[config.mk]
export PLATFORM = sky130hd
export DESIGN_NAME = partition_fit_allocator
export DESIGN_NICKNAME = d
export VERILOG_FILES = /design/src/hdl/pfa_pkg.sv /design/src/hdl/partition_fit_allocator.sv
export SDC_FILE = /design/constraint.sdc
export NUM_CORES = 1
export LEC_CHECK = 0
export BUFFER_PORTS_ARGS = -buffer_cell sky130_fd_sc_hd__buf_2
export CAP_MARGIN = 15
export CORE_MARGIN = 5
export CORE_UTILIZATION = 55
export CTS_BUF_LIST = sky130_fd_sc_hd__clkbuf_8
export DETAILED_ROUTE_END_ITERATION = 8
export GPL_TIMING_DRIVEN = 0
export PLACE_DENSITY = 0.82
export SYNTH_ARGS = -nofsm -noshare
export SYNTH_HDL_FRONTEND = slang
export SYNTH_SLANG_ARGS = --single-unit
[constraint.sdc]
create_clock -name clk -period 6.19 [get_ports clk]
set_input_delay 0.3095 -clock clk [delete_from_list [all_inputs] [get_ports clk]]
set_output_delay 0.3095 -clock clk [all_outputs]
set_load 0.1 [all_outputs]
[src/hdl/pfa_pkg.sv]
// pfa_pkg: shared types and codes for the partition fit allocator
// holds the command and result word types, the state type, policy and register codes
// no dependencies
`timescale 1ns / 1ps
`default_nettype none

package pfa_pkg;

	localparam int AMOUNT_BITS = 16;
	localparam int LOAD_IDX_BITS = 4;

	typedef enum logic {
		CMD_LOAD  = 1'b0,
		CMD_ALLOC = 1'b1
	} cmd_t;

	localparam logic [1:0] POLICY_FIRST = 2'd0;
	localparam logic [1:0] POLICY_BEST  = 2'd1;
	localparam logic [1:0] POLICY_WORST = 2'd2;

	localparam logic REG_FIT_POLICY    = 1'b0;
	localparam logic REG_BLOCKS_IN_USE = 1'b1;

	typedef struct packed {
		cmd_t                     cmd;
		logic [LOAD_IDX_BITS-1:0] load_index;
		logic [AMOUNT_BITS-1:0]   amount;
	} item_word_t;

	typedef struct packed {
		logic                     granted;
		logic [LOAD_IDX_BITS-1:0] chosen_block;
		logic [AMOUNT_BITS-1:0]   space_left;
	} result_word_t;

	typedef enum logic [1:0] {
		ST_IDLE = 2'b01,
		ST_SCAN = 2'b10
	} state_t;

endpackage

`default_nettype wire

[src/hdl/partition_fit_allocator.sv]
// partition_fit_allocator: first / best / worst fit block allocator
// free size table in an on-chip memory, scanned by one shared compare unit
// depends on pfa_pkg
//
// usage:
//   a command word is taken at a rising edge with start high and busy low.
//   a load word writes one block's free size in that edge and leaves busy low,
//   so loads can follow each other every cycle; it gives no result.
//   an allocate word raises busy and scans blocks 0 .. blocks_in_use-1 (at
//   most NUM_BLOCKS-1), one table read and one compare per cycle, bounded by
//   the single table read port; a block is compared in the cycle after its
//   read. the chosen block is written back in the last scan cycle.
//   the result word is shown for exactly one cycle with done high, in the
//   first cycle with busy low again; a new word may be started in that same cycle.
//   the receiver cannot stall: it must take the result when done is high.
//   configuration sits on an apb port: fit_policy at 0x0, blocks_in_use at
//   0x4; the user writes them only while busy is low; it is not enforced.
//   reset clears the configuration registers and the sequencer; the table
//   holds nothing defined until a load word writes it.
`timescale 1ns / 1ps
`default_nettype none

module partition_fit_allocator #(
	parameter int NUM_BLOCKS = 16,
	parameter int SIZE_BITS  = 16
) (
	input  wire                   clk,
	input  wire                   arst_n,
	input  wire                   start,
	input  pfa_pkg::item_word_t   item,
	output logic                  busy,
	output logic                  done,
	output pfa_pkg::result_word_t result,
	input  wire                   psel,
	input  wire                   penable,
	input  wire                   pwrite,
	input  wire  [2:0]            paddr,
	input  wire  [31:0]           pwdata,
	output logic [31:0]           prdata,
	output logic                  pready
);

	localparam int IDX_W = (NUM_BLOCKS > 1) ? $clog2(NUM_BLOCKS) : 1;
	localparam int CNT_W = $clog2(NUM_BLOCKS + 1);
	localparam int AMT_W = pfa_pkg::AMOUNT_BITS;
	localparam int CMP_W = (SIZE_BITS > AMT_W) ? SIZE_BITS : AMT_W;

	logic [SIZE_BITS-1:0] mem [NUM_BLOCKS];

	logic [1:0]           policy_q;
	logic [4:0]           blocks_q;
	pfa_pkg::state_t      state_q;
	logic [CNT_W-1:0]     rd_q;
	logic [CNT_W-1:0]     limit_q;
	logic [AMT_W-1:0]     amount_q;
	logic                 found_q;
	logic [IDX_W-1:0]     pick_q;
	logic [SIZE_BITS-1:0] best_q;
	logic                 vld_s1;
	logic [IDX_W-1:0]     idx_s1;
	logic [SIZE_BITS-1:0] rdata_s1;

	logic                 cfg_we;
	logic                 take;
	logic                 load_we;
	logic                 issue;
	logic                 scan_end;
	logic                 fits;
	logic                 better;
	logic [CNT_W-1:0]     limit_d;
	logic [SIZE_BITS-1:0] new_size;
	logic                 mem_we;
	logic [IDX_W-1:0]     mem_waddr;
	logic [SIZE_BITS-1:0] mem_wdata;

	// apb side
	assign pready = 1'b1;
	assign cfg_we = psel & penable & pwrite;

	always_comb begin
		if (paddr[2] == pfa_pkg::REG_BLOCKS_IN_USE) begin
			prdata = {27'd0, blocks_q};
		end else begin
			prdata = {30'd0, policy_q};
		end
	end

	always_ff @(posedge clk or negedge arst_n) begin
		if (!arst_n) begin
			policy_q <= pfa_pkg::POLICY_FIRST;
			blocks_q <= 5'd0;
		end else if (cfg_we) begin
			if (paddr[2] == pfa_pkg::REG_BLOCKS_IN_USE) begin
				blocks_q <= pwdata[4:0];
			end else begin
				policy_q <= pwdata[1:0];
			end
		end
	end

	// command side
	assign busy    = (state_q != pfa_pkg::ST_IDLE);
	assign take    = start & ~busy;
	assign load_we = take & (item.cmd == pfa_pkg::CMD_LOAD)
		& (32'(item.load_index) < NUM_BLOCKS);

	always_comb begin
		if (32'(blocks_q) > NUM_BLOCKS) begin
			limit_d = CNT_W'(NUM_BLOCKS);
		end else begin
			limit_d = CNT_W'(blocks_q);
		end
	end

	assign issue    = (state_q == pfa_pkg::ST_SCAN) && (rd_q != limit_q);
	assign scan_end = (state_q == pfa_pkg::ST_SCAN) && (rd_q == limit_q) && !vld_s1;

	// shared compare unit: fit test and policy compare against the current pick
	assign fits = CMP_W'(amount_q) <= CMP_W'(rdata_s1);
	always_comb begin
		case (policy_q)
			pfa_pkg::POLICY_BEST:  better = rdata_s1 < best_q;
			pfa_pkg::POLICY_WORST: better = rdata_s1 > best_q;
			default:               better = 1'b0;
		endcase
	end

	// request is known to fit, so this cannot go negative
	assign new_size = SIZE_BITS'(CMP_W'(best_q) - CMP_W'(amount_q));

	always_ff @(posedge clk or negedge arst_n) begin
		if (!arst_n) begin
			state_q <= pfa_pkg::ST_IDLE;
			rd_q    <= '0;
			limit_q <= '0;
			found_q <= 1'b0;
			vld_s1  <= 1'b0;
			done    <= 1'b0;
		end else begin
			done <= 1'b0;
			case (state_q)
				pfa_pkg::ST_IDLE: begin
					vld_s1 <= 1'b0;
					if (take && item.cmd == pfa_pkg::CMD_ALLOC) begin
						rd_q    <= '0;
						limit_q <= limit_d;
						found_q <= 1'b0;
						state_q <= pfa_pkg::ST_SCAN;
					end
				end
				pfa_pkg::ST_SCAN: begin
					vld_s1 <= issue;
					if (issue) begin
						rd_q <= rd_q + CNT_W'(1);
					end
					if (vld_s1 && fits) begin
						found_q <= 1'b1;
					end
					if (scan_end) begin
						done    <= 1'b1;
						state_q <= pfa_pkg::ST_IDLE;
					end
				end
				default: begin
					state_q <= pfa_pkg::ST_IDLE;
				end
			endcase
		end
	end

	// datapath registers
	always_ff @(posedge clk) begin
		if (take) begin
			amount_q <= item.amount;
		end
		idx_s1 <= rd_q[IDX_W-1:0];
		if (vld_s1 && fits && (!found_q || better)) begin
			pick_q <= idx_s1;
			best_q <= rdata_s1;
		end
		if (scan_end) begin
			if (found_q) begin
				result.granted      <= 1'b1;
				result.chosen_block <= pfa_pkg::LOAD_IDX_BITS'(pick_q);
				result.space_left   <= AMT_W'(new_size);
			end else begin
				result.granted      <= 1'b0;
				result.chosen_block <= '0;
				result.space_left   <= '0;
			end
		end
	end

	// free size table, one write and one registered read port
	always_comb begin
		if (scan_end) begin
			mem_we    = found_q;
			mem_waddr = pick_q;
			mem_wdata = new_size;
		end else begin
			mem_we    = load_we;
			mem_waddr = IDX_W'(item.load_index);
			mem_wdata = SIZE_BITS'(item.amount);
		end
	end

	always_ff @(posedge clk) begin
		if (mem_we) begin
			mem[mem_waddr] <= mem_wdata;
		end
		rdata_s1 <= mem[rd_q[IDX_W-1:0]];
	end

endmodule

`default_nettype wire
## Word level (Yosys, flattened, before mapping)

Memories as Yosys holds them, arrays and structs flattened. A register that Yosys moved wholly into a read port is not among the register bits.
Cells that the tools add are included.

- Word-level logic and storage cells: 77
- Register bits: 83
- RAM bits: 256
- Memories: 1

- Equality and inequality tests: 11
- Bitwise operators: 7
- Muxes and demuxes: 21
- Reductions and logical operators: 16
- Add/subtract/negate cells: 2
- Magnitude comparators: 4

Memories:

| memory | words | width | rd ports | clocked after Yosys merged registers in | wr ports | line | text |
|---|---|---|---|---|---|---|---|
| mem | 16 | 16 | 1 | 1 | 1 | partition_fit_allocator.sv:48 | `logic [SIZE_BITS-1:0] mem [NUM_BLOCKS];` |

Operator list:

| cell | count |
|---|---|
| $mux W21 | 1 |
| $mux W5 | 4 |
| $gt A16 B16 Y1 | 1 |
| $le A16 B16 Y1 | 1 |
| $lt A16 B16 Y1 | 1 |
| $mux W16 | 1 |
| $sub A16 B16 Y16 | 1 |
| $pmux W5 S2 | 1 |
| $reduce_and A2 Y1 | 4 |
| $mux W1 | 7 |
| $logic_and A1 B1 Y1 | 6 |
| $ne A2 B2 Y1 const B | 3 |
| $pmux W1 S2 | 3 |
| $reduce_and A3 Y1 | 2 |
| $add A5 B1 Y5 const B | 1 |
| $eq A5 B5 Y1 | 1 |
| $gt A5 B5 Y1 const B | 1 |
| $ne A5 B5 Y1 | 1 |
| $and A1 B1 Y1 | 4 |
| $eq A2 B1 Y1 const B | 2 |
| $eq A2 B2 Y1 const B | 2 |
| $mux W2 | 2 |
| $mux W4 | 1 |
| $ne A2 B1 Y1 const B | 2 |
| 5 further kinds | 8 |

## Depth between registers and ports, before layout

Gate-level depths: netlist (run 1).

- Depth in word-level cells: 7
- Gate-level depth with buffers: 9

## Worst setup path after synthesis (run 1)

OpenSTA, ideal clock, no wires.

- Path type: register to register
- From: register best_q[1]
- To: register best_q[0], enable pin
- Path slack: 2.723 ns
- Library setup time: 0.431 ns
- Data required time: 5.759 ns
- Arrival time: 3.036 ns
- Buffers on the path: 0
- Period minus slack after synthesis: 3.467 ns
- Cell stages (with the launch flop): 9
- Cells stage by stage: edfxtp_1 inv_1 ha_1 nor2b_1 o211ai_1 a2111o_1 nand3_1 nand3_1 a221oi_1

- Word-level cells in the longest chain between the ends: 4

Ends and longest elaborated chain:

| what | line | text |
|---|---|---|
| from (decl) | partition_fit_allocator.sv:58 | `logic [SIZE_BITS-1:0] best_q;` |
| from (signal assigned) | partition_fit_allocator.sv:179 | `best_q <= rdata_s1;` |
| $gt A16 B16 Y1 or $lt A16 B16 Y1 (tied branches) | partition_fit_allocator.sv:123, partition_fit_allocator.sv:122 |  |
| $pmux W1 S2 * | partition_fit_allocator.sv:121 | `case (policy_q)` |
| $logic_or A1 B1 Y1 * | partition_fit_allocator.sv:177 | `if (vld_s1 && fits && (!found_q \|\| better)) begin` |
| $logic_and A1 B1 Y1 * | partition_fit_allocator.sv:177 |  |

Mark *: on every way between the ends. The rest lies on a longest branch, timed or not.
A chain may end at the register's enable or synchronous reset.

## Worst setup path after layout (run 1)

- From: register amount_q[4]
- To: memory mem[11][13] (data pin)

- Word-level cells in the longest chain between the ends: 2

Ends and longest elaborated chain:

| what | line | text |
|---|---|---|
| from (decl) | partition_fit_allocator.sv:55 | `logic [AMT_W-1:0] amount_q;` |
| from (signal assigned) | partition_fit_allocator.sv:174 | `amount_q <= item.amount;` |
| $sub A16 B16 Y16 | partition_fit_allocator.sv:129 | `assign new_size = SIZE_BITS'(CMP_W'(best_q) - CMP_W'(amount_q));` |
| $mux W16 | partition_fit_allocator.sv:196 | `if (scan_end) begin` |
| via mem_wdata[13] | partition_fit_allocator.sv:74 | `logic [SIZE_BITS-1:0] mem_wdata;` |
| to (decl) | partition_fit_allocator.sv:48 |  |

The timed path passes the listed nets, and every way through them passes these cells.

==> summary.txt, run 1 <==
vias in the first global route: 8774
worst hold slack: 135 ps
worst-path cell chain: inv_1 -> ha_1 -> and2_4 -> a221oi_2 -> a2111oi_4 -> nor3_2 -> a211oi_2 -> o31ai_2
dpl cells: 1378
final std cells w/o fill: 1500
DPL Wire Length: 23600 um
Routed WL: 34200 um
WL/cell: 22.8 um
asr flop ratio synth: 6.20%
Worst Skew: 22.4 ps
met3 GRT Util: 4.63%
Syn Std Cell Area: 15200 sq um
Tcrit/Tclk final: 53.5%
Hold/Removal Path Class: in -> reg
Worst VDD drop: 0.000188 V
CP endpoint kind: flop
CP max stage delay: 940 ps
CTS H-tree lvls: 2
clock-pin slew on the worst setup and hold paths: 60 ps
PD cells: 384 nW/um^2
grt ovf: 0
#FFs+latches synth: 355
Hold Crit Start: penable
cell depth of the worst flop-to-flop path: 8
Worst-Margin Slew: 1170 ps
Hold EP: policy_q[0]$_DFFE_PN0P_
fill cell count: 1801
worst rel slew slack: 21.7%
die width: 176 um
ant diodes: 0
minimum clock period: 3310 ps
Slew Viols, Final: 0
leakage power: 6.53 nW
post-route setup TNS: 0 ps
drt initial violations: 846
gpl congestion: 0.889
Finish-stage setup viols: 0
postcts setup bufs: 0
Post-synth EDFFs: 313
Vias/cell: 5.70
Pre-antenna DRT Iters: 7
arrival time of the worst setup path: 3520 ps
Clk Latency, worst-skew pair: 590 ps
Synth cell types: 69
met1 Usage GRT: 28.2%
RR Startpoint: amount_q[4]$_DFFE_PP_
# DRC: 0
family with the most delay on the worst path: compound AO/OA/AOI/OAI gates
Top FF cell, synth: edfxtp_1
Worst EP required: 6400 ps
Max Clk Rate: 302 MHz
Die Y: 176 um
CTS Root Cell: clkbuf_8
reg2reg end: mem[11][13]$_DFFE_PP_
first-pass GRT wire length: 50800 um
Min-Delay Path Depth: 3
area grow syn2layout: 16.6%
total CTS buffers: 54
busiest grt layer: met2
Via Count: 8546
initial antenna violation count: 0
unrepaired setup endpoints after global routing: no
largest net degree at the start of global routing: 31
fraction of layout cells with a size suffix above 1: 28.8%
Final Hold Viols: 0
Crit Path Category: reg -> reg
core area: 27600 sq um
Initial Util: 55.3%
antenna-violating nets left: 0
sequential element share of the synthesized area: 67.9%
type of element launching the critical path: flop
Syn Area/Cell: 17.0 sq um
GR Util met2: 38.0%
Worst Path Buf+Inv: 1
DIE AREA: 31100 sq um
FP Rows: 61
nets@finish: 1197
CP max FO: 16
Mapped Cells: 897
Global Route Usage Sum: 22.0%
IO buf count: 60
R2R setup slack: 2880 ps
io pins: 118
clock sinks: 355
Longest Clk Path Bufs: 3
CTS tree: yes
Crit path depth: 8
number of max-cap violations: 0
slowest CP cell: o31ai_2
yosys warns: 0
status: complete, no violations
Yosys cell counts, types with 2 or more instances:
| master | count | area share, % |
|---|---|---|
| a2111o_1 | 2 | 0.15 |
| a2111oi_2 | 2 | 0.20 |
| a211oi_1 | 3 | 0.15 |
| a21boi_1 | 2 | 0.099 |
| a21o_1 | 3 | 0.15 |
| a21oi_1 | 27 | 0.89 |
| a221oi_1 | 2 | 0.11 |
| a22o_1 | 3 | 0.17 |
| a31oi_1 | 4 | 0.16 |
| a41oi_1 | 3 | 0.17 |
| and2_1 | 18 | 0.74 |
| and3_1 | 3 | 0.12 |
| buf_2 | 10 | 0.33 |
| buf_4 | 29 | 1.4 |
| buf_6 | 3 | 0.22 |
| buf_8 | 2 | 0.20 |
| clkbuf_1 | 11 | 0.27 |
| conb_1 | 2 | 0.049 |
| dfrtp_1 | 21 | 3.4 |
| dfxtp_1 | 20 | 2.6 |
| edfxtp_1 | 313 | 62 |
| ha_1 | 52 | 4.3 |
| inv_1 | 62 | 1.5 |
| mux2_1 | 2 | 0.15 |
| mux2_2 | 11 | 0.81 |
| mux4_2 | 80 | 12 |
| nand2_1 | 51 | 1.3 |
| nand2b_1 | 7 | 0.29 |
| nand3_1 | 7 | 0.23 |
| nand4_1 | 7 | 0.29 |
| nor2_1 | 40 | 0.99 |
| nor2b_1 | 4 | 0.16 |
| nor3_1 | 6 | 0.20 |
| nor3b_1 | 2 | 0.099 |
| o211ai_1 | 2 | 0.099 |
| o21a_1 | 5 | 0.25 |
| o21ai_0 | 17 | 0.56 |
| o21ai_1 | 9 | 0.30 |
| o31ai_2 | 2 | 0.16 |
| xnor2_1 | 11 | 0.63 |
| xor2_1 | 9 | 0.52 |
routing by layer:
layer  wire length, um  part of all wire (%)  vias to the layer above
li1                  -                     -                     3777
met1             12800                    37                     4242
met2             17400                    51                      453
met3              3020                   8.8                       74
met4               955                   2.8                        0
met5                 0                     0                        -
power by group:
group	internal [mW]	total (mW)	leakage, nW	switching, mW
logic	0.826	2.01	2.63	1.18
clock network	0.975	1.86	0.605	0.880
registers	2.84	2.96	3.30	0.118
total	4.64	6.82	6.53	2.18
cells by family (layout without fill, tap and decap cells):
family                   count (synthesis)  in the layout  synth area share (%)
AO/OA/AOI/OAI                           98             98                  4.61
XOR/XNOR                                20             20                  1.15
adder cells (fa/ha/maj)                 53             53                  4.40
buffers and inverters                  119            318                  4.02
flip-flops                             355            355                  67.9
multiplexers                            94             94                  12.9
other                                    2             28                0.0493
AND/OR/NAND/NOR                        156            156                  4.98
tightest hold or removal path: stages:
cell and delay [ps]:
buf_2 110, nand4b_1 110, mux2_2 150
registers in the layout, indices dropped and copies added (netlist names):
signal / flops
mem: 256
result: 21
idx_s1: 4
vld_s1: 1
limit_q: 5
best_q: 16
done: 1
rdata_s1: 16
found_q: 1
state_q: 2
amount_q: 16
blocks_q: 5
rd_q: 5
pick_q: 4
policy_q: 2
layout by cell type (no fill, tap or decap), types with 4 or more instances in the layout:
cell	synthesis	layout
inv_1	62	81
o21ai_0	17	17
and2_1	18	18
buf_4	29	31
edfxtp_1	313	313
nand2b_1	7	7
conb_1	2	28
xor2_1	9	9
buf_2	10	70
dfxtp_1	20	20
clkinv_1	0	5
nand2_1	51	51
clkbuf_1	11	11
nor2b_1	4	4
clkinv_2	0	6
buf_8	2	17
dlygate4sd3_1	0	22
nand4_1	7	7
xnor2_1	11	11
nand3_1	7	7
ha_1	52	52
nor2_1	40	24
a31oi_1	4	4
nor3_1	6	6
clkbuf_8	0	61
buf_6	3	4
dfrtp_1	21	21
o21a_1	5	5
a21oi_1	27	27
mux4_2	80	80
o21ai_1	9	9
nor2_2	0	16
mux2_2	11	11
how the worst max path moves through the flow:
stage	start	to	slack (ps)
after floorplan	best_q[1]$_DFFE_PP_	best_q[0]$_DFFE_PP_	2720
after global placement	best_q[1]$_DFFE_PP_	best_q[1]$_DFFE_PP_	1540
after detailed placement	amount_q[0]$_DFFE_PP_	mem[5][12]$_DFFE_PP_	2680
after CTS	amount_q[0]$_DFFE_PP_	mem[5][12]$_DFFE_PP_	2640
after global routing	amount_q[4]$_DFFE_PP_	mem[7][13]$_DFFE_PP_	2730
final	amount_q[4]$_DFFE_PP_	mem[11][13]$_DFFE_PP_	2880
stage by stage:
| stage | util, % | total power [mW] | setup slack [ps] | instance area [sq um] |
|---|---|---|---|---|
| 3_5_place_dp | 59.7 | 4.98 | 2680 | 16500 |
| 6_report | 64.5 | 6.82 | 2880 | 17800 |
| 4_1_cts | 64.3 | 6.84 | 2640 | 17700 |
| 2_1_floorplan | - | 4.46 | 2720 | 15300 |
| 3_3_place_gp | 58.5 | 4.90 | 1540 | 16100 |
| 5_1_grt | 64.5 | 7.13 | 2730 | 17800 |
final cells by class:
| type | count | area (sq um) | share of cell area (%) |
|---|---|---|---|
| Multi-Input combinational cell | 449 | 4440 | 25.0 |
| Timing Repair Buffer | 103 | 841 | 4.73 |
| Inverter | 63 | 236 | 1.33 |
| Clock buffer | 60 | 826 | 4.65 |
| Sequential cell | 355 | 10400 | 58.3 |
| Tap cell | 378 | 473 | 2.66 |
| Buffer | 56 | 377 | 2.12 |
| Clock inverter | 36 | 223 | 1.25 |
repair_timing:
action | 4_1_cts | 5_1_grt
setup endpoints to repair | 0 | 0
resized for setup | 0 | 0
hold endpoints to repair | 44 | 0
hold buffers | 22 | 0
Note: power is estimated with default switching activity, not from simulation.
==> run 2: changes to the inputs <==
--- a/config.mk
+++ b/config.mk
@@ -12,7 +12,7 @@
 export CTS_BUF_LIST = sky130_fd_sc_hd__clkbuf_8
 export DETAILED_ROUTE_END_ITERATION = 8
 export GPL_TIMING_DRIVEN = 0
-export PLACE_DENSITY = 0.82
+export PLACE_DENSITY = 0.85
 export SYNTH_ARGS = -nofsm -noshare
 export SYNTH_HDL_FRONTEND = slang
 export SYNTH_SLANG_ARGS = --single-unit
==> constraint.sdc (replaced) <==
create_clock -name clk -period 2.7 [get_ports clk]
set_input_delay 0.135 -clock clk [delete_from_list [all_inputs] [get_ports clk]]
set_output_delay 0.135 -clock clk [all_outputs]
set_load 0.1 [all_outputs]
==> run 2 against run 1 <==
Effect of this change: the flow now finishes with violations (negative setup slack); combinational power grew to 2.5 times the previous value; via count grew 6.8%; cell area up 4.3%; first-iteration DRC count is 9.5% higher; worst setup slack lost 2900 ps; critical path type unchanged.
==> summary.txt, run 2 (synthesized netlist as in run 1, its figures left out) <==
Die Y: 176 um (unchanged)
die width: 176 um (unchanged)
IO buf count: 60 (unchanged)
worst rel slew slack: 40.7% (+19 points)
unrepaired setup endpoints after global routing: yes
CP endpoint kind: flop
Worst EP required: 2980 ps (-3420 ps)
DIE AREA: 31100 sq um (unchanged)
total CTS buffers: 53 (-1.9%)
first-pass GRT wire length: 53100 um (+4.6%)
max reg flops: 256 (unchanged)
Worst VDD drop: 0.000446 V (+140%)
worst hold slack: 54.1 ps (-81.2 ps)
area grow syn2layout: 21.6%
Pre-antenna DRT Iters: 5 (-2)
largest net degree at the start of global routing: 31 (unchanged)
Longest Clk Path Bufs: 3 (unchanged)
biggest regs: mem: 256 flops, result: 21 flops
slowest CP cell: nor4b_1
Finish-stage setup viols: 81 (+81)
minimum clock period: 2770 ps (-541 ps)
PD cells: 869 nW/um^2 (+130%)
Vias/cell: 5.93 (+4.1%)
CTS H-tree lvls: 2 (unchanged)
cell depth of the worst flop-to-flop path: 7 (-1)
leakage power: 6.81 nW (+4.3%)
gpl congestion: 0.862 (-3.1%)
Routed WL: 38400 um (+12%)
# DRC: 0 (unchanged)
Worst Skew: 31.1 ps (+8.79 ps)
Final Hold Viols: 0 (unchanged)
CTS tree: yes
Critical Path Source: state_q[0]$_DFFE_PN1P_
initial antenna violation count: 0 (unchanged)
CP max FO: 9 (-7)
clock sinks: 355 (unchanged)
most frequent cells in the layout: edfxtp_1, inv_1, mux4_2
clock-pin slew on the worst setup and hold paths: 70 ps (about the same)
nets@finish: 1236 (+3.3%)
Power Total: 16.1 mW (+140%)
Tcrit/Tclk final: 103% (+49 points)
Slew Viols, Final: 0 (unchanged)
io pins: 118 (unchanged)
Via Count: 9130 (+6.8%)
CTS Root Cell: clkbuf_8
reg2reg end: mem[12][5]$_DFFE_PP_
type of element launching the critical path: flop
Clk Latency, worst-skew pair: 600 ps (about the same)
arrival time of the worst setup path: 3050 ps (-470 ps)
final std cells w/o fill: 1540 (+2.7%)
vias in the first global route: 9156 (+4.4%)
Initial Util: 55.3% (unchanged)
most common cell after layout, fill and taps aside: edfxtp_1
WL/cell: 25.0 um (+9.3%)
Crit Path Category: reg -> reg
antenna-violating nets left: 0 (unchanged)
DPL Wire Length: 24200 um (+2.7%)
number of max-cap violations: 0 (unchanged)
Max Clk Rate: 361 MHz (+20%)
worst-path cell chain: ha_1 -> nand2_1 -> nor2_1 -> nor4b_1 -> a41oi_4 -> nor2_4 -> buf_8
CP max stage delay: 560 ps (-380 ps)
failing checks: negative setup slack
core area: 27600 sq um (unchanged)
status: finished with violations
FP Rows: 61 (unchanged)
Worst Path Buf+Inv: 1 (unchanged)
Hold/Removal Path Class: in -> async
Biggest register: mem
ant diodes: 0 (unchanged)
R2R setup slack: -70 ps (-2950 ps)
drt initial violations: 926 (+9.5%)
grt ovf: 0 (unchanged)
dpl cells: 1378 (unchanged)
Final WS setup: -69.1 ps (-2950 ps)
Global Route Usage Sum: 23.1% (+1.1 points)
family with the most delay on the worst path: simple AND/OR/NAND/NOR gates
Worst-Margin Slew: 890 ps (-277 ps)
RR Startpoint: state_q[0]$_DFFE_PN1P_
fraction of layout cells with a size suffix above 1: 33.8% (+5.0 points)
-- run 2: changes by cell type in the layout (fill, tap and decap cells not counted), moves of 4 or more --
cell / change
a31oi_1: -4
o21ai_1: -6
dlygate4sd3_1: +4
buf_4: +31
buf_12: +6
nor2_2: -16
nor2_4: +17
buf_6: +4
clkbuf_8: -4
o21ai_4: +4
-- run 2: area by class of cell --
class,count,area (sq um)
plain buffers,56,393
clock buffers,57,785
clock inverters,39,229
fillers,1650,9030
inverters,63,236
multi-input cells,450,4860
flip-flops and latches,355,10400
well taps,378,473
repair buffers,142,1200
-- run 2: worst max-delay path by stage --
stage / to / slack [ps] / cells past startpoint
global placement: mem[13][2]$_DFFE_PP_ / -970 / 9
detailed placement: mem[6][14]$_DFFE_PP_ / -850 / 8
CTS: mem[4][1]$_DFFE_PP_ / -250 / 9
finish: mem[12][5]$_DFFE_PP_ / -70 / 7
global route: mem[12][7]$_DFFE_PP_ / -110 / 7
floorplan: mem[0][0]$_DFFE_PP_ / 10 / 9
-- run 2: metal layers --
metal  global-route usage [%]  up-vias  wire [um]
met4                     8.06        0       1590
met3                     4.28      123       3540
met1                     29.1     4540      13500
met2                     40.5      607      19800
li1                         -     3860          -
met5                        0        -          0
-- run 2: power breakdown --
| part | leakage [nW] | switching, mW | internal (mW) | total (mW) |
|---|---|---|---|---|
| combinational | 2.91 | 3.03 | 2.09 | 5.12 |
| clock | 0.599 | 2.02 | 2.15 | 4.17 |
| sequential | 3.30 | 0.292 | 6.52 | 6.81 |
| total | 6.81 | 5.34 | 10.8 | 16.1 |
-- run 2: metrics by stage --
stage | instance area (sq um) | setup WS, ps | setup TNS [ps] | utilization [%]
detailed placement | 16400 | -851 | -104170 | 59.7
floorplan | 15400 | 9.84 | 0 | -
global route | 18500 | -109 | -6570 | 67.2
CTS | 18000 | -246 | -24150 | 65.3
finish | 18500 | -69.1 | -2380 | 67.2
global placement | 16100 | -975 | -273890 | 58.5
-- run 2: worst reg2reg max path, stage by stage (launching register included) --
cell     delay [ps]
dfstp_2         540
ha_1            310
nand2_1         180
nor2_1          240
nor4b_1         570
a41oi_4         170
nor2_4          240
buf_8           200
-- run 2: repair_timing --
action / CTS / global route
setup buffers: 12 / 27
gates resized for setup: 27 / 59
setup endpoints to repair: 449 / 442
cloned: 1 / 1
pin swaps: 11 / 21
endpoints found under the hold margin: 45 / 0
hold buffers: 26 / 0
==> run 3: changes to the inputs <==
--- a/config.mk
+++ b/config.mk
@@ -7,12 +7,14 @@
 export LEC_CHECK = 0
 export BUFFER_PORTS_ARGS = -buffer_cell sky130_fd_sc_hd__buf_2
 export CAP_MARGIN = 15
+export CORE_ASPECT_RATIO = 2
 export CORE_MARGIN = 5
 export CORE_UTILIZATION = 55
 export CTS_BUF_LIST = sky130_fd_sc_hd__clkbuf_8
 export DETAILED_ROUTE_END_ITERATION = 8
 export GPL_TIMING_DRIVEN = 0
 export PLACE_DENSITY = 0.85
+export SKIP_LAST_GASP = 1
 export SYNTH_ARGS = -nofsm -noshare
 export SYNTH_HDL_FRONTEND = slang
 export SYNTH_SLANG_ARGS = --single-unit
==> run 3 against run 2 <==
Effect of this change: the run still ends with negative setup slack left; flip-flop and latch count unchanged; register-to-register slack got worse by 70 ps; sequential share of layout area is 0.72 points lower; sequential power barely moved; count of clock-buffer cells in the layout down 11; via count grew 4.4%; combinational power rose by 8.4%; critical path depth grew 1; global-route usage up 3.7 points.
==> summary.txt, run 3 (synthesized netlist as in run 1, its figures left out) <==
Vias/cell: 6.34 (+6.9%)
Crit Path Category: reg -> reg
io pins: 118 (unchanged)
clock-pin slew on the worst setup and hold paths: 80 ps (about the same)
Worst VDD drop: 0.000486 V (+9.2%)
dpl cells: 1351 (-2.0%)
Pre-antenna DRT Iters: 5 (unchanged)
WL/cell: 29.6 um (+18%)
PD cells: 909 nW/um^2 (+4.6%)
arrival time of the worst setup path: 3180 ps (+130 ps)
Longest Clk Path Bufs: 3 (unchanged)
type of element launching the critical path: flop
worst hold slack: 96.6 ps (+42.5 ps)
Post-DP Area: 16400 sq um (-0.35%)
Worst-Margin Slew: 1040 ps (+147 ps)
DIE AREA: 31300 sq um (+0.65%)
Tcrit/Tclk final: 105% (+2.7 points)
Initial Util: 55.5% (+0.23 points)
total CTS buffers: 45 (-15%)
gpl congestion: 0.933 (+8.3%)
CTS H-tree lvls: 2 (unchanged)
Routed WL: 44500 um (+16%)
area grow syn2layout: 23.2%
Worst EP required: 3040 ps (+60 ps)
GR Util met2: 50.4% (+10 points)
max reg flops: 256 (unchanged)
unrepaired setup endpoints after global routing: yes
met1 Usage GRT: 26.5% (-2.6 points)
first-pass GRT wire length: 60400 um (+14%)
die width: 128 um (-28%)
DPL Wire Length: 26900 um (+11%)
Max Clk Rate: 352 MHz (-2.6%)
biggest regs: mem: 256 flops, result: 21 flops
most common cell after layout, fill and taps aside: edfxtp_1
vias in the first global route: 9825 (+7.3%)
family with the most delay on the worst path: buffers and inverters
busiest grt layer: met2
Final WS setup: -142 ps (-72.9 ps)
Biggest register: mem
met3 GRT Util: 3.30% (-0.98 points)
Worst Path Buf+Inv: 3 (+2)
FP Rows: 86 (+41%)
CTS Root Cell: clkbuf_8
initial antenna violation count: 1 (+1)
largest net degree at the start of global routing: 31 (unchanged)
CP max FO: 16 (+7)
Core Util, Final: 68.4% (+1.2 points)
worst-path cell chain: inv_1 -> ha_1 -> nor2b_1 -> nand3_1 -> buf_2 -> buf_2 -> nand2_1 -> nand2_2
drt initial violations: 1210 (+31%)
Finish-stage setup viols: 406 (+400%)
status: finished with violations
fraction of layout cells with a size suffix above 1: 36.0% (+2.1 points)
CP max stage delay: 560 ps (about the same)
worst rel slew slack: 30.8% (-9.8 points)
clock sinks: 355 (unchanged)
Slew Viols, Final: 0 (unchanged)
final std cells w/o fill: 1505 (-2.3%)
Final Hold Viols: 0 (unchanged)
grt ovf: 0 (unchanged)
failing checks: negative setup slack
most frequent cells in the layout: edfxtp_1, mux4_2, inv_1
core area: 27400 sq um (-0.41%)
slowest CP cell: dfstp_2
CP endpoint kind: flop
post-route cell area: 18800 sq um (+1.3%)
Most Frequent Cell on Critical Path: buf_2
number of max-cap violations: 0 (unchanged)
# DRC: 0 (unchanged)
Die Y: 245 um (+39%)
Global Route Usage Sum: 26.8% (+3.7 points)
minimum clock period: 2840 ps (+72.9 ps)
antenna-violating nets left: 0 (unchanged)
Power Total: 17.1 mW (+5.9%)
leakage power: 6.84 nW (+0.43%)
Worst Skew: 28.3 ps (-2.90 ps)
CTS tree: yes
Hold/Removal Path Class: in -> async
nets@finish: 1230 (-0.49%)
Clk Latency, worst-skew pair: 580 ps (-20 ps)
Via Count: 9536 (+4.4%)
IO buf count: 60 (unchanged)
## run 3: area by class of cell
| type | count | area [sq um] |
|---|---|---|
| clock buffer | 46 | 633 |
| timing repair buffer | 142 | 1260 |
| fill | 1531 | 8670 |
| clock inverter | 37 | 454 |
| tap | 352 | 440 |
| buffer | 56 | 393 |
| multi-input combinational | 452 | 4990 |
| inverter | 63 | 240 |
| antenna | 2 | 5.00 |
| sequential | 355 | 10400 |
## run 3: repair_timing
action	4_1_cts	5_1_grt
setup endpoints to repair	452	510
setup buffers	22	19
resized for setup	53	55
cloned	2	2
hold buffers	25	0
endpoints found under the hold margin	45	0
pin swaps	20	19
## run 3: path summary, 6_finish.rpt
path | from | end | slack, ps | depth (start not counted)
max in group asynchronous | arst_n | state_q[0]$_DFFE_PN1P_ | 2240 | 2
hold reg to reg | rd_q[3]$_DFFE_PN0P_ | idx_s1[3]$_DFF_P_ | 400 | 0
min in group clk | item[20] | limit_q[4]$_DFFE_PN0P_ | 150 | 3
setup / recovery | state_q[0]$_DFFE_PN1P_ | mem[8][5]$_DFFE_PP_ | -140 | 8
setup reg to reg | state_q[0]$_DFFE_PN1P_ | mem[8][5]$_DFFE_PP_ | -140 | 8
hold / removal | arst_n | limit_q[4]$_DFFE_PN0P_ | 100 | 2
## run 3: stage by stage
step / setup TNS, ps / setup slack (ps)
after floorplan: 0 / 9.84
after global placement: -332610 / -1070
after detailed placement: -127560 / -926
after CTS: -6570 / -131
after global routing: -45360 / -179
final: -26790 / -142
## run 3: worst reg2reg max path, stage by stage, from the launching register on
cell and delay (ps):
dfstp_2 560, inv_1 50, ha_1 250, nor2b_1 190, nand3_1 170, buf_2 490
buf_2 470, nand2_1 140, nand2_2 290
## run 3: metal layers
layer | wire length, um | share of wire (%)
met5 | 0 | 0
met4 | 3830 | 8.6
met3 | 3350 | 7.5
met2 | 24400 | 55
met1 | 12900 | 29
## run 3: report_power, final
| part | switching (mW) | total, mW | internal (mW) |
|---|---|---|---|
| Clock | 2.02 | 4.69 | 2.67 |
| Combinational | 3.36 | 5.55 | 2.19 |
| Sequential | 0.305 | 6.82 | 6.51 |
| Total | 5.68 | 17.1 | 11.4 |
